File: src/hdl/cqd_pkg.sv
// Shared types, widths, scale tables and helper functions for the coefficient quantiser.
package cqd_pkg;

    localparam int COEFF_W    = 16;
    localparam int QP_W       = 6;
    localparam int SB_W       = 4;
    localparam int L2_W       = 3;
    localparam int CFG_IDX_W  = 2;
    localparam int CFG_DATA_W = 6;
    localparam int PER_W      = 4;
    localparam int REM_W      = 3;
    localparam int QSCALE_W   = 15;
    localparam int DTAB_W     = 7;
    localparam int DSCALE_W   = 17;
    localparam int SHAMT_W    = 6;
    localparam int DAMT_W     = 4;
    localparam int QROUND_W   = 40;
    localparam int DROUND_W   = 13;
    localparam int MUL_W      = 18;
    localparam int PROD_W     = 2 * MUL_W;
    localparam int ACC_W      = 44;
    localparam int SAT_W      = ACC_W + 1;
    localparam int NUM_REM    = 6;
    localparam int MAX_PER    = 10;

    localparam logic [QP_W-1:0] QP_RESET = 6'd0;
    localparam logic [SB_W-1:0] SB_RESET = 4'd8;
    localparam logic [L2_W-1:0] L2_RESET = 3'd2;

    localparam logic [QSCALE_W-1:0] QSCALE [NUM_REM] =
        '{15'd26214, 15'd23302, 15'd20560, 15'd18396, 15'd16384, 15'd14564};
    localparam logic [DTAB_W-1:0] DSCALE [NUM_REM] =
        '{7'd40, 7'd45, 7'd51, 7'd57, 7'd64, 7'd72};

    typedef enum logic [CFG_IDX_W-1:0] {
        CFG_QP = 2'd0,
        CFG_SB = 2'd1,
        CFG_L2 = 2'd2
    } t_cfg_idx;

    typedef struct packed {
        logic [QSCALE_W-1:0] qscale;
        logic [DSCALE_W-1:0] dscale;
        logic [SHAMT_W-1:0]  qsh;
        logic [QROUND_W-1:0] qround;
        logic                dleft;
        logic [DAMT_W-1:0]   damt;
        logic [DROUND_W-1:0] dround;
    } t_cfg;

    typedef struct packed {
        logic                      valid;
        logic                      mode;
        logic signed [COEFF_W-1:0] coeff;
    } t_s1;

    typedef struct packed {
        logic                     valid;
        logic                     mode;
        logic                     neg;
        logic signed [PROD_W-1:0] prod;
    } t_s2;

    typedef struct packed {
        logic                    valid;
        logic                    neg;
        logic                    left;
        logic [SHAMT_W-1:0]      amt;
        logic signed [ACC_W-1:0] acc;
    } t_s3;

    typedef struct packed {
        logic                    valid;
        logic                    neg;
        logic signed [ACC_W-1:0] acc;
    } t_s4;

    function automatic logic [PER_W-1:0] qp_per(input logic [QP_W-1:0] qp);
        logic [PER_W-1:0] per;
        per = '0;
        for (int i = 1; i <= MAX_PER; i++) begin
            if (int'(qp) >= NUM_REM * i) begin
                per = per + PER_W'(1);
            end
        end
        return per;
    endfunction

    function automatic logic [REM_W-1:0] qp_rem(input logic [QP_W-1:0] qp,
                                                input logic [PER_W-1:0] per);
        logic [QP_W-1:0] r;
        r = qp - QP_W'(NUM_REM * int'(per));
        return r[REM_W-1:0];
    endfunction

endpackage

File: src/hdl/cqd_cfg.sv
// Configuration registers and the scale, shift and rounding values derived from them.
module cqd_cfg (
    input  logic                              i_clk,
    input  logic                              i_rst_n,
    input  logic                              i_cfg_we,
    input  logic [cqd_pkg::CFG_IDX_W-1:0]     i_cfg_idx,
    input  logic [cqd_pkg::CFG_DATA_W-1:0]    i_cfg_wdata,
    output cqd_pkg::t_cfg                     o_cfg
);

    logic [cqd_pkg::QP_W-1:0]   r_qp;
    logic [cqd_pkg::SB_W-1:0]   r_sb;
    logic [cqd_pkg::L2_W-1:0]   r_l2;
    cqd_pkg::t_cfg              r_cfg;
    cqd_pkg::t_cfg              n_cfg;

    logic [cqd_pkg::PER_W-1:0]  w_per;
    logic [cqd_pkg::REM_W-1:0]  w_rem;
    logic [4:0]                 w_dsum;
    logic [6:0]                 w_qsh;

    always_ff @(posedge i_clk) begin
        if (!i_rst_n) begin
            r_qp <= cqd_pkg::QP_RESET;
            r_sb <= cqd_pkg::SB_RESET;
            r_l2 <= cqd_pkg::L2_RESET;
        end else if (i_cfg_we) begin
            unique case (cqd_pkg::t_cfg_idx'(i_cfg_idx))
                cqd_pkg::CFG_QP: r_qp <= i_cfg_wdata[cqd_pkg::QP_W-1:0];
                cqd_pkg::CFG_SB: r_sb <= i_cfg_wdata[cqd_pkg::SB_W-1:0];
                cqd_pkg::CFG_L2: r_l2 <= i_cfg_wdata[cqd_pkg::L2_W-1:0];
                default: ;
            endcase
        end
    end

    always_comb begin
        w_per  = cqd_pkg::qp_per(r_qp);
        w_rem  = cqd_pkg::qp_rem(r_qp, w_per);
        w_dsum = 5'(r_sb) + 5'(r_l2);
        w_qsh  = 7'd29 + 7'(w_per) - 7'(r_sb) - 7'(r_l2);

        n_cfg.qscale = cqd_pkg::QSCALE[w_rem];
        n_cfg.dscale = cqd_pkg::DSCALE_W'(cqd_pkg::DSCALE[w_rem]) << w_per;
        n_cfg.qsh    = w_qsh[cqd_pkg::SHAMT_W-1:0];
        n_cfg.qround = cqd_pkg::QROUND_W'(1) << (n_cfg.qsh - cqd_pkg::SHAMT_W'(1));
        n_cfg.dleft  = (w_dsum <= 5'd9);
        n_cfg.damt   = n_cfg.dleft ? cqd_pkg::DAMT_W'(5'd9 - w_dsum)
                                   : cqd_pkg::DAMT_W'(w_dsum - 5'd9);
        n_cfg.dround = n_cfg.dleft ? '0
                     : cqd_pkg::DROUND_W'(1) << (n_cfg.damt - cqd_pkg::DAMT_W'(1));
    end

    always_ff @(posedge i_clk) begin
        r_cfg <= n_cfg;
    end

    assign o_cfg = r_cfg;

endmodule

File: src/hdl/cqd_mult.sv
// Multiply stage: magnitude by quantiser scale, or signed level by dequantiser scale.
module cqd_mult (
    input  logic           i_clk,
    input  logic           i_rst_n,
    input  logic           i_en,
    input  cqd_pkg::t_cfg  i_cfg,
    input  cqd_pkg::t_s1   i_s1,
    output cqd_pkg::t_s2   o_s2
);

    cqd_pkg::t_s2                       r_s2;
    cqd_pkg::t_s2                       n_s2;
    logic signed [cqd_pkg::COEFF_W:0]   w_ext;
    logic [cqd_pkg::COEFF_W:0]          w_mag;
    logic signed [cqd_pkg::MUL_W-1:0]   w_a;
    logic signed [cqd_pkg::MUL_W-1:0]   w_b;

    always_comb begin
        w_ext = {i_s1.coeff[cqd_pkg::COEFF_W-1], i_s1.coeff};
        w_mag = w_ext[cqd_pkg::COEFF_W] ? (-w_ext) : w_ext;
        w_a   = i_s1.mode ? cqd_pkg::MUL_W'(w_ext) : {1'b0, w_mag};
        w_b   = i_s1.mode ? {1'b0, i_cfg.dscale} : {3'b000, i_cfg.qscale};

        n_s2.valid = i_s1.valid;
        n_s2.mode  = i_s1.mode;
        n_s2.neg   = ~i_s1.mode & i_s1.coeff[cqd_pkg::COEFF_W-1];
        n_s2.prod  = w_a * w_b;
    end

    always_ff @(posedge i_clk) begin
        if (!i_rst_n) begin
            r_s2.valid <= 1'b0;
        end else if (i_en) begin
            r_s2 <= n_s2;
        end
    end

    assign o_s2 = r_s2;

endmodule

File: src/hdl/cqd_rshift.sv
// Rounding offset stage followed by the barrel shift stage.
module cqd_rshift (
    input  logic           i_clk,
    input  logic           i_rst_n,
    input  logic           i_en,
    input  cqd_pkg::t_cfg  i_cfg,
    input  cqd_pkg::t_s2   i_s2,
    output cqd_pkg::t_s4   o_s4
);

    cqd_pkg::t_s3 r_s3;
    cqd_pkg::t_s3 n_s3;
    cqd_pkg::t_s4 r_s4;
    cqd_pkg::t_s4 n_s4;

    always_comb begin
        n_s3.valid = i_s2.valid;
        n_s3.neg   = i_s2.neg;
        n_s3.left  = i_s2.mode & i_cfg.dleft;
        n_s3.amt   = i_s2.mode ? cqd_pkg::SHAMT_W'(i_cfg.damt) : i_cfg.qsh;
        n_s3.acc   = cqd_pkg::ACC_W'($signed(i_s2.prod))
                   + (i_s2.mode ? cqd_pkg::ACC_W'(i_cfg.dround)
                                : cqd_pkg::ACC_W'(i_cfg.qround));
    end

    always_comb begin
        n_s4.valid = r_s3.valid;
        n_s4.neg   = r_s3.neg;
        n_s4.acc   = r_s3.left ? ($signed(r_s3.acc) <<< r_s3.amt)
                               : ($signed(r_s3.acc) >>> r_s3.amt);
    end

    always_ff @(posedge i_clk) begin
        if (!i_rst_n) begin
            r_s3.valid <= 1'b0;
            r_s4.valid <= 1'b0;
        end else if (i_en) begin
            r_s3 <= n_s3;
            r_s4 <= n_s4;
        end
    end

    assign o_s4 = r_s4;

endmodule

File: src/hdl/cqd_sat.sv
// Output stage: restore sign, saturate to 16 bits and hold the result item.
module cqd_sat (
    input  logic                               i_clk,
    input  logic                               i_rst_n,
    input  logic                               i_en,
    input  cqd_pkg::t_s4                       i_s4,
    output logic                               o_valid,
    output logic signed [cqd_pkg::COEFF_W-1:0] o_coeff,
    output logic                               o_clip
);

    localparam logic signed [cqd_pkg::SAT_W-1:0] SAT_MAX = cqd_pkg::SAT_W'(32767);
    localparam logic signed [cqd_pkg::SAT_W-1:0] SAT_MIN = -cqd_pkg::SAT_W'(32768);

    logic                                r_valid;
    logic signed [cqd_pkg::COEFF_W-1:0]  r_coeff;
    logic signed [cqd_pkg::COEFF_W-1:0]  n_coeff;
    logic                                r_clip;
    logic                                n_clip;
    logic signed [cqd_pkg::SAT_W-1:0]    w_ext;
    logic signed [cqd_pkg::SAT_W-1:0]    w_val;

    always_comb begin
        w_ext = cqd_pkg::SAT_W'($signed(i_s4.acc));
        w_val = i_s4.neg ? (-w_ext) : w_ext;
        priority if (w_val > SAT_MAX) begin
            n_coeff = 16'sh7fff;
            n_clip  = 1'b1;
        end else if (w_val < SAT_MIN) begin
            n_coeff = 16'sh8000;
            n_clip  = 1'b1;
        end else begin
            n_coeff = w_val[cqd_pkg::COEFF_W-1:0];
            n_clip  = 1'b0;
        end
    end

    always_ff @(posedge i_clk) begin
        if (!i_rst_n) begin
            r_valid <= 1'b0;
        end else if (i_en) begin
            r_valid <= i_s4.valid;
            r_coeff <= n_coeff;
            r_clip  <= n_clip;
        end
    end

    assign o_valid = r_valid;
    assign o_coeff = r_coeff;
    assign o_clip  = r_clip;

endmodule

File: src/hdl/coefficient_quant_dequant.sv
// Top level of the coefficient quantiser and dequantiser pipeline.
//
//  channel | direction | handshake                  | payload
//  input   | in        | i_in_valid / o_in_ready    | i_mode, i_coeff_in
//  output  | out       | o_out_valid / i_out_ready  | o_coeff_out, o_clipped
//  config  | in        | i_cfg_we                   | i_cfg_idx, i_cfg_wdata
//
//  One item per cycle while the output is not stalled; five registers (input, multiply,
//  rounding add, barrel shift, saturate) lie between acceptance and the result item.
//  The 18x18 multiplier and the 44-bit shifter set the stage depth.
//  Reset is synchronous: it clears the stage valid bits and the configuration registers.
//  A stall at the output freezes every stage together; nothing is dropped.
module coefficient_quant_dequant (
    input  logic                               i_clk,
    input  logic                               i_rst_n,
    input  logic                               i_cfg_we,
    input  logic [cqd_pkg::CFG_IDX_W-1:0]      i_cfg_idx,
    input  logic [cqd_pkg::CFG_DATA_W-1:0]     i_cfg_wdata,
    input  logic                               i_in_valid,
    output logic                               o_in_ready,
    input  logic                               i_mode,
    input  logic signed [cqd_pkg::COEFF_W-1:0] i_coeff_in,
    output logic                               o_out_valid,
    input  logic                               i_out_ready,
    output logic signed [cqd_pkg::COEFF_W-1:0] o_coeff_out,
    output logic                               o_clipped
);

    cqd_pkg::t_cfg w_cfg;
    cqd_pkg::t_s1  r_s1;
    cqd_pkg::t_s2  w_s2;
    cqd_pkg::t_s4  w_s4;
    logic          w_en;

    assign w_en       = ~o_out_valid | i_out_ready;
    assign o_in_ready = w_en;

    always_ff @(posedge i_clk) begin
        if (!i_rst_n) begin
            r_s1.valid <= 1'b0;
        end else if (w_en) begin
            r_s1.valid <= i_in_valid;
            r_s1.mode  <= i_mode;
            r_s1.coeff <= i_coeff_in;
        end
    end

    cqd_cfg u_cfg (
        .i_clk       (i_clk),
        .i_rst_n     (i_rst_n),
        .i_cfg_we    (i_cfg_we),
        .i_cfg_idx   (i_cfg_idx),
        .i_cfg_wdata (i_cfg_wdata),
        .o_cfg       (w_cfg)
    );

    cqd_mult u_mult (
        .i_clk   (i_clk),
        .i_rst_n (i_rst_n),
        .i_en    (w_en),
        .i_cfg   (w_cfg),
        .i_s1    (r_s1),
        .o_s2    (w_s2)
    );

    cqd_rshift u_rshift (
        .i_clk   (i_clk),
        .i_rst_n (i_rst_n),
        .i_en    (w_en),
        .i_cfg   (w_cfg),
        .i_s2    (w_s2),
        .o_s4    (w_s4)
    );

    cqd_sat u_sat (
        .i_clk   (i_clk),
        .i_rst_n (i_rst_n),
        .i_en    (w_en),
        .i_s4    (w_s4),
        .o_valid (o_out_valid),
        .o_coeff (o_coeff_out),
        .o_clip  (o_clipped)
    );

    a_clip_at_limit: assert property (@(posedge i_clk) disable iff (!i_rst_n)
        (o_out_valid && o_clipped) |->
            (o_coeff_out == 16'sh7fff || o_coeff_out == 16'sh8000))
        else $error("clipped item not at a saturation limit");

    a_valid_advance: assert property (@(posedge i_clk) disable iff (!i_rst_n)
        (r_s1.valid && w_en) |=> w_s2.valid)
        else $error("item lost between input and multiply stage");

    a_neg_quant_sign: assert property (@(posedge i_clk) disable iff (!i_rst_n)
        (w_s4.valid && w_s4.neg && w_en) |=> ($signed(o_coeff_out) <= 16'sd0))
        else $error("negative coefficient quantised to a positive level");

endmodule

File: config.mk
export PLATFORM = sky130hd
export DESIGN_NAME = coefficient_quant_dequant
export DESIGN_NICKNAME = d
export VERILOG_FILES = /design/src/hdl/cqd_pkg.sv /design/src/hdl/cqd_cfg.sv /design/src/hdl/cqd_mult.sv /design/src/hdl/cqd_rshift.sv /design/src/hdl/cqd_sat.sv /design/src/hdl/coefficient_quant_dequant.sv
export SDC_FILE = /design/constraint.sdc
export NUM_CORES = 2
export LEC_CHECK = 0
export BUFFER_PORTS_ARGS = -buffer_cell sky130_fd_sc_hd__buf_2
export CELL_PAD_IN_SITES_DETAIL_PLACEMENT = 0
export CELL_PAD_IN_SITES_GLOBAL_PLACEMENT = 1
export CORE_ASPECT_RATIO = 0.5
export CORE_MARGIN = 10
export CORE_UTILIZATION = 52
export CTS_CLUSTER_DIAMETER = 50
export CTS_CLUSTER_SIZE = 30
export DETAILED_ROUTE_END_ITERATION = 16
export PLACE_DENSITY_LB_ADDON = 0.15
export SYNTH_ARGS = -nofsm -noshare
export SYNTH_HDL_FRONTEND = slang
export SYNTH_HIERARCHICAL = 1
export SYNTH_SLANG_ARGS = --single-unit
export TNS_END_PERCENT = 10
File: constraint.sdc
create_clock -name i_clk -period 11.8 [get_ports i_clk]
set_clock_uncertainty 0.2 [all_clocks]
set_input_delay 2.36 -clock i_clk [delete_from_list [all_inputs] [get_ports i_clk]]
set_output_delay 2.36 -clock i_clk [all_outputs]
set_load 0.01 [all_outputs]
# [Word level (Yosys, flattened, before mapping)]
# Memory sizes are Yosys's and may differ from the RTL's. A register that Yosys moved wholly into a read port is not among the register bits.
# Index checks and enable logic that the tools add are counted.
[totals] out_inout_bits=19 mem_bits_ro=176 memories=2 ff_bits=268 elab_cells=107 inputBits=30
[classes] multipliers=2 n_lt_le_gt_ge=14 add_sub_neg=21 reduce_logical=5 bitwise=6 muxes=22 n_eq_ne=2 n_shift=5
[memory_table] memory="(no name shown)" words=8 word_bits=15 read_ports=1 rd_ports_with_merged_regs=1 wr=0 line_no="cqd_cfg.sv:43" text="n_cfg.qscale = cqd_pkg::QSCALE[w_rem];"
[memory_table] memory="(no name shown)" words=8 word_bits=7 read_ports=1 rd_ports_with_merged_regs=0 wr=0 line_no="cqd_cfg.sv:44" text="n_cfg.dscale = cqd_pkg::DSCALE_W'(cqd_pkg::DSCALE[w_rem]) << w_per;"
[ops] op="45-bit by 16-bit greater-than comparator with 1-bit output (second input constant)" n=1
[ops] op="45-bit by 16-bit < comparator with 1-bit output (second input constant)" n=1
[ops] op="45-bit two-way mux" n=1
[ops] op="44-bit negation with 45-bit output" n=1
[ops] op="44-bit adder" n=1
[ops] op="4-bit two-way mux" n=11
[ops] op="44-bit two-way mux" n=1
[ops] op="44-bit by 6-bit <<< shifter with 44-bit output" n=1
[ops] op="44-bit by 6-bit >>> shifter with 44-bit output" n=1
[ops] op="40-bit two-way mux" n=1
[ops] op="1-bit by 6-bit left shift with 40-bit output (first input constant)" n=1
[ops] op="18-bit by 18-bit multiplier with 36-bit output" n=1
[ops] op="17-bit two-way mux" n=2
[ops] op="4-bit by 1-bit adder with 4-bit output (second input constant)" n=8
[ops] op="6-bit greater-or-equal comparator (second input constant)" n=5
[ops] op="6-bit by 5-bit greater-or-equal comparator with 1-bit output (second input constant)" n=3
[ops] op="18-bit two-way mux" n=1
[ops] op="16-bit negation with 17-bit output" n=1
[ops] op="7-bit by 4-bit left shift with 17-bit output" n=1
[ops] op="16-bit two-way mux" n=1
[ops] op="7-bit two-way mux" n=2
[ops] op="1-bit by 4-bit left shift with 13-bit output (first input constant)" n=1
[ops] op="2-bit AND reduction" n=4
[ops] op="5-bit by 4-bit adder with 6-bit output (first input constant)" n=1
[ops] op="22 further kinds" n=25

# [Logic depth before layout (Yosys ltp)]
[depth] word_depth=27 mapped_depth=44

# [By module]
# Netlist, hierarchy kept.
[modules_own_cells] mod="cqd_mult" n_inst=1 seq_area_each_um2=1161.1 area_per_inst_um2=13477.9 cells_each=1466
[modules_own_cells] mod="cqd_rshift" n_inst=1 seq_area_each_um2=2892.8 area_per_inst_um2=10814.1 cells_each=1167
[modules_own_cells] mod="cqd_cfg" n_inst=1 seq_area_each_um2=2142.1 area_per_inst_um2=4948.5 cells_each=544
[modules_own_cells] mod="cqd_sat" n_inst=1 seq_area_each_um2=530.5 area_per_inst_um2=2453.6 cells_each=305
[modules_own_cells] mod="coefficient_quant_dequant" n_inst=1 seq_area_each_um2=530.5 area_per_inst_um2=569.3 cells_each=23

# [Worst setup path before layout]
# Ideal clock, no wire load.
[synth_timing] path_kind="register to register" startpoint="register u_cfg/r_qp[5] (netlist bit)" endpoint="register u_cfg.r_cfg (netlist bit u_cfg/o_cfg[35])" arrival_time_ns=8.235 path_stages_with_launch=40 path_buffers=4 setup_slack_ns=3.298 path_cell_list="dfxtp_1 buf_6 buf_2 nor2_1 and2_1 ha_1 clkbuf_1 xnor2_1 ha_1 nor2_1 a21oi_1 ha_1 nand2_1 nand2_1 ha_1 and3_1 nor3_2 nand2_1 [4 not listed] ha_1 nand2_1 nand2_1 or2_2 ha_1 o22ai_2 inv_1 clkbuf_1 fa_1 ha_1 fa_1 xnor2_1 inv_1 nor2_1 nand2_1 o22ai_1 nand3_1 nor2_1"
[synth_rtl] element="from (decl)" line_no="cqd_cfg.sv:11" text="logic [cqd_pkg::QP_W-1:0] r_qp;"
[synth_rtl] element="from (signal assigned)" line_no="cqd_cfg.sv:24" text="r_qp <= cqd_pkg::QP_RESET;"
[synth_rtl] element="from (signal assigned)" line_no="cqd_cfg.sv:29" text="cqd_pkg::CFG_QP: r_qp <= i_cfg_wdata[cqd_pkg::QP_W-1:0];"
[synth_rtl] element="to (signal assigned)" line_no="cqd_cfg.sv:55" text="r_cfg <= n_cfg;"
[synth_rtl] element="to (decl)" line_no="cqd_cfg.sv:14" text="cqd_pkg::t_cfg r_cfg;"

==> out/results.txt <==
status: completed
Comb pwr share: 0.721
WL final: 88300 µm
crit path kind: reg -> reg
Netlist cell types: 118
pwr/cell area: 288 mW/mm²
vias per std cell: 5.85
Seq pwr share: 0.182
Critical Path RT: 12.12 ns
drt wl/cell: 20.6 µm
synth top area cells: fa_1 (20%), edfxtp_1 (16%), dfxtp_1 (6.9%)
Synth top area share: 0.197
largest net degree at the start of global routing: 96
dpl hpwl: 70400 µm
syn_nets: 4017
Num CTS Buffers: 27
GPL Wtd Cong: 0.944
Sw Ratio: 0.504
Net Sw Power: 4940 µW
CTS tree: built
Final Hold Viols: 0
crit-path max FO: 23
Tightest Pin Transition: 1.15 ns
GRT busiest layer: met2
global-route wire length before repair: 142000 µm
Leak Pwr: 0.0153 µW
R2R depth: 35
vias in the first global route: 25300
most used flip-flop cell after synthesis: edfxtp_1
number of antenna violations at the first check in global routing: 0
slew margin rel.: 0.233
Peak supply drop: 0.282 mV
crit path capture type: flip-flop
WP buf/inv: 2
worst slack at placement: 2.28 ns
Synth warnings: 6
worst skew pair latency: 0.60 ns
Clk pwr share: 0.097
DRC viols: 0
clock sinks: 279
syn avg cell area: 9.20 µm²
Ports: 49
Int Power: 4860 µW
clock buffer depth: 3
RSZ-0062 raised after global routing: false
Final nets: 3951
CP most frequent cell: ha_1
Die ar.: 0.0730 mm²
register area share after synthesis: 0.225
hold-fix buffers at CTS: 0
CP arrival: 9.87 ns
ys async rst share: 0
DIE HEIGHT: 196 µm
Synth Register Bits: 279
DRT iter0 DRCs: 1951
share of layout cells above drive strength 1: 0.0983
ANT nets after route: 0
max cap viols: 0
post-synthesis cell count: 3505
mapped cell area: 0.0323 mm²
Final Setup Violations: 0
cts repair resizes: 0
DR pass1 iterations: 5
met3 usage: 0.0286
die width: 372 µm
vias post-DR: 25100
Setup Buffers After CTS: 0
leading area contributor after synthesis: fa_1
GRT Total Usage: 0.242
Startpoint Class: flip-flop
Starting Density: 0.527
number of enable flip-flop cells after synthesis: 167
critical path's slowest cell: dfxtp_1
total grt overflow: 0
diodes inserted: 0
Post-Route Setup TNS: 0 ns
Hold Path Stages: 0
Max Slew Vio Count: 0
PnR worst setup slack: 2.26 ns
PortBufs: 48
core area: 0.0613 mm²
Peak Freq: 105 MHz
Area growth, synth to finish: 5.39%
Final period util: 0.809
critical path depth in cells: 35
slowest stage delay, CP: 0.79 ns
met2 GRT Util: 0.409
clk root buf: clkbuf_16
clk slew on worst S/H paths: 0.08 ns
met1 Use GR: 0.326
Worst Hold Class: reg -> reg
CTS H-tree lvls: 1
Crit path max-delay family: adder cells
fin crit period: 9.54 ns
Core Rows: 64
==> worst reg2reg max path, delay by kind of cell (launching register included) <==
kind                     cells  cell delay, ns
AO/OA/AOI/OAI                3            0.91
XOR/XNOR                     2            0.61
adder cells (fa/ha/maj)     11            3.84
buffers and inverters        2            0.54
flip-flops                   1            0.79
multiplexers                 2            0.58
AND/OR/NAND/NOR             15            2.00
==> power groups by stage <==
stage          clock network (µW)  logic (µW)  registers (µW)
2_1_floorplan                   0        5440            1660
3_3_place_gp                    0        6890            1790
3_5_place_dp                    0        6980            1800
4_1_cts                       979        7020            1780
5_1_grt                      1010        7950            1810
6_report                      953        7070            1780
==> cell usage in the layout (no fill, tap or decap), drive strengths merged, types with 24 or more instances in the layout <==
cell,n
a21o,40
a21oi,171
a31oi,26
and3,55
buf,80
clkbuf,29
dfxtp,112
edfxtp,167
fa,317
ha,165
inv,483
mux2,54
mux2i,103
mux4,80
nand2,287
nand2b,32
nand3,55
nand4,29
nor2,409
nor2b,56
nor3,59
nor4,24
o211ai,25
o21ai,145
o22ai,29
xnor2,90
xor2,61
==> kinds of logic after synthesis <==
family	share of synthesized area
compound gates	0.123
buf+inv	0.0796
flops	0.225
xor+xnor	0.0423
other cells	0.000116
mux	0.107
fa+ha+maj	0.261
simple gates	0.163
==> path summary, 6_finish.rpt <==
path | startpoint | to | slack, ns
worst max register to register | u_cfg/r_qp[5]$_SDFFE_PN0P_ | u_cfg/o_cfg[47]$_SDFF_PP0_ | 2.26
worst min register to register | u_rshift/n_s4[44]$_DFFE_PP_ | u_rshift/o_s4[44]$_DFFE_PP_ | 0.25
worst min-delay path | u_rshift/n_s4[44]$_DFFE_PP_ | u_rshift/o_s4[44]$_DFFE_PP_ | 0.25
worst max-delay path | u_cfg/r_qp[5]$_SDFFE_PN0P_ | u_cfg/o_cfg[47]$_SDFF_PP0_ | 2.26
==> Yosys cell counts, types with 34 or more instances <==
master / instances
xor2_1: 59
o21ai_0: 137
mux4_2: 80
inv_1: 467
edfxtp_1: 167
mux2_2: 52
and3_1: 53
nor2b_1: 55
nor2_1: 408
nand3_1: 55
fa_1: 317
nor3_1: 55
dfxtp_1: 112
mux2i_1: 103
buf_2: 34
xnor2_1: 88
ha_1: 165
a21oi_1: 169
clkbuf_1: 110
nand2_1: 285
a21o_1: 40
==> routing by layer <==
layer | part of all wire | wire length, µm | vias to the layer above
li1 | - | - | 11800
met3 | 0.049 | 4300 | 138
met4 | 0.030 | 2680 | 0
met1 | 0.44 | 39200 | 12500
met2 | 0.48 | 42200 | 678
met5 | 0 | 0 | -
==> through the flow <==
| stage | hold WS, ns | area, µm² | util | std cells | power, µW |
|---|---|---|---|---|---|
| 2_1_floorplan | 0.200 | 32300 | - | 3505 | 7100 |
| 3_3_place_gp | 0.201 | 33000 | 0.539 | 4235 | 8680 |
| 3_5_place_dp | 0.235 | 33000 | 0.539 | 4235 | 8770 |
| 4_1_cts | 0.257 | 34000 | 0.555 | 4285 | 9780 |
| 5_1_grt | 0.259 | 34000 | 0.555 | 4285 | 10800 |
| 6_report | 0.253 | 34000 | 0.555 | 4285 | 9800 |
==> flip-flops by register name (all words and copies together) (netlist names) <==
name           count
u_rshift/r_s3     49
u_cfg/r_sb         4
r_s1              18
u_sat/o_clip       1
u_cfg/o_cfg       94
u_sat/o_coeff     16
u_cfg/r_qp         6
u_rshift/o_s4     46
u_mult/o_s2       39
u_rshift/n_s4      2
u_cfg/r_l2         3
u_sat/o_valid      1
==> layout make-up <==
type | instances | area [µm²]
clock inverters | 21 | 288
repair buffers | 80 | 480
inverters | 476 | 1790
fillers | 5696 | 27300
well taps | 825 | 1030
flip-flops and latches | 279 | 7260
multi-input cells | 2575 | 22500
clock buffers | 29 | 704
No activity file was read; power rests on OpenSTA's default activity.
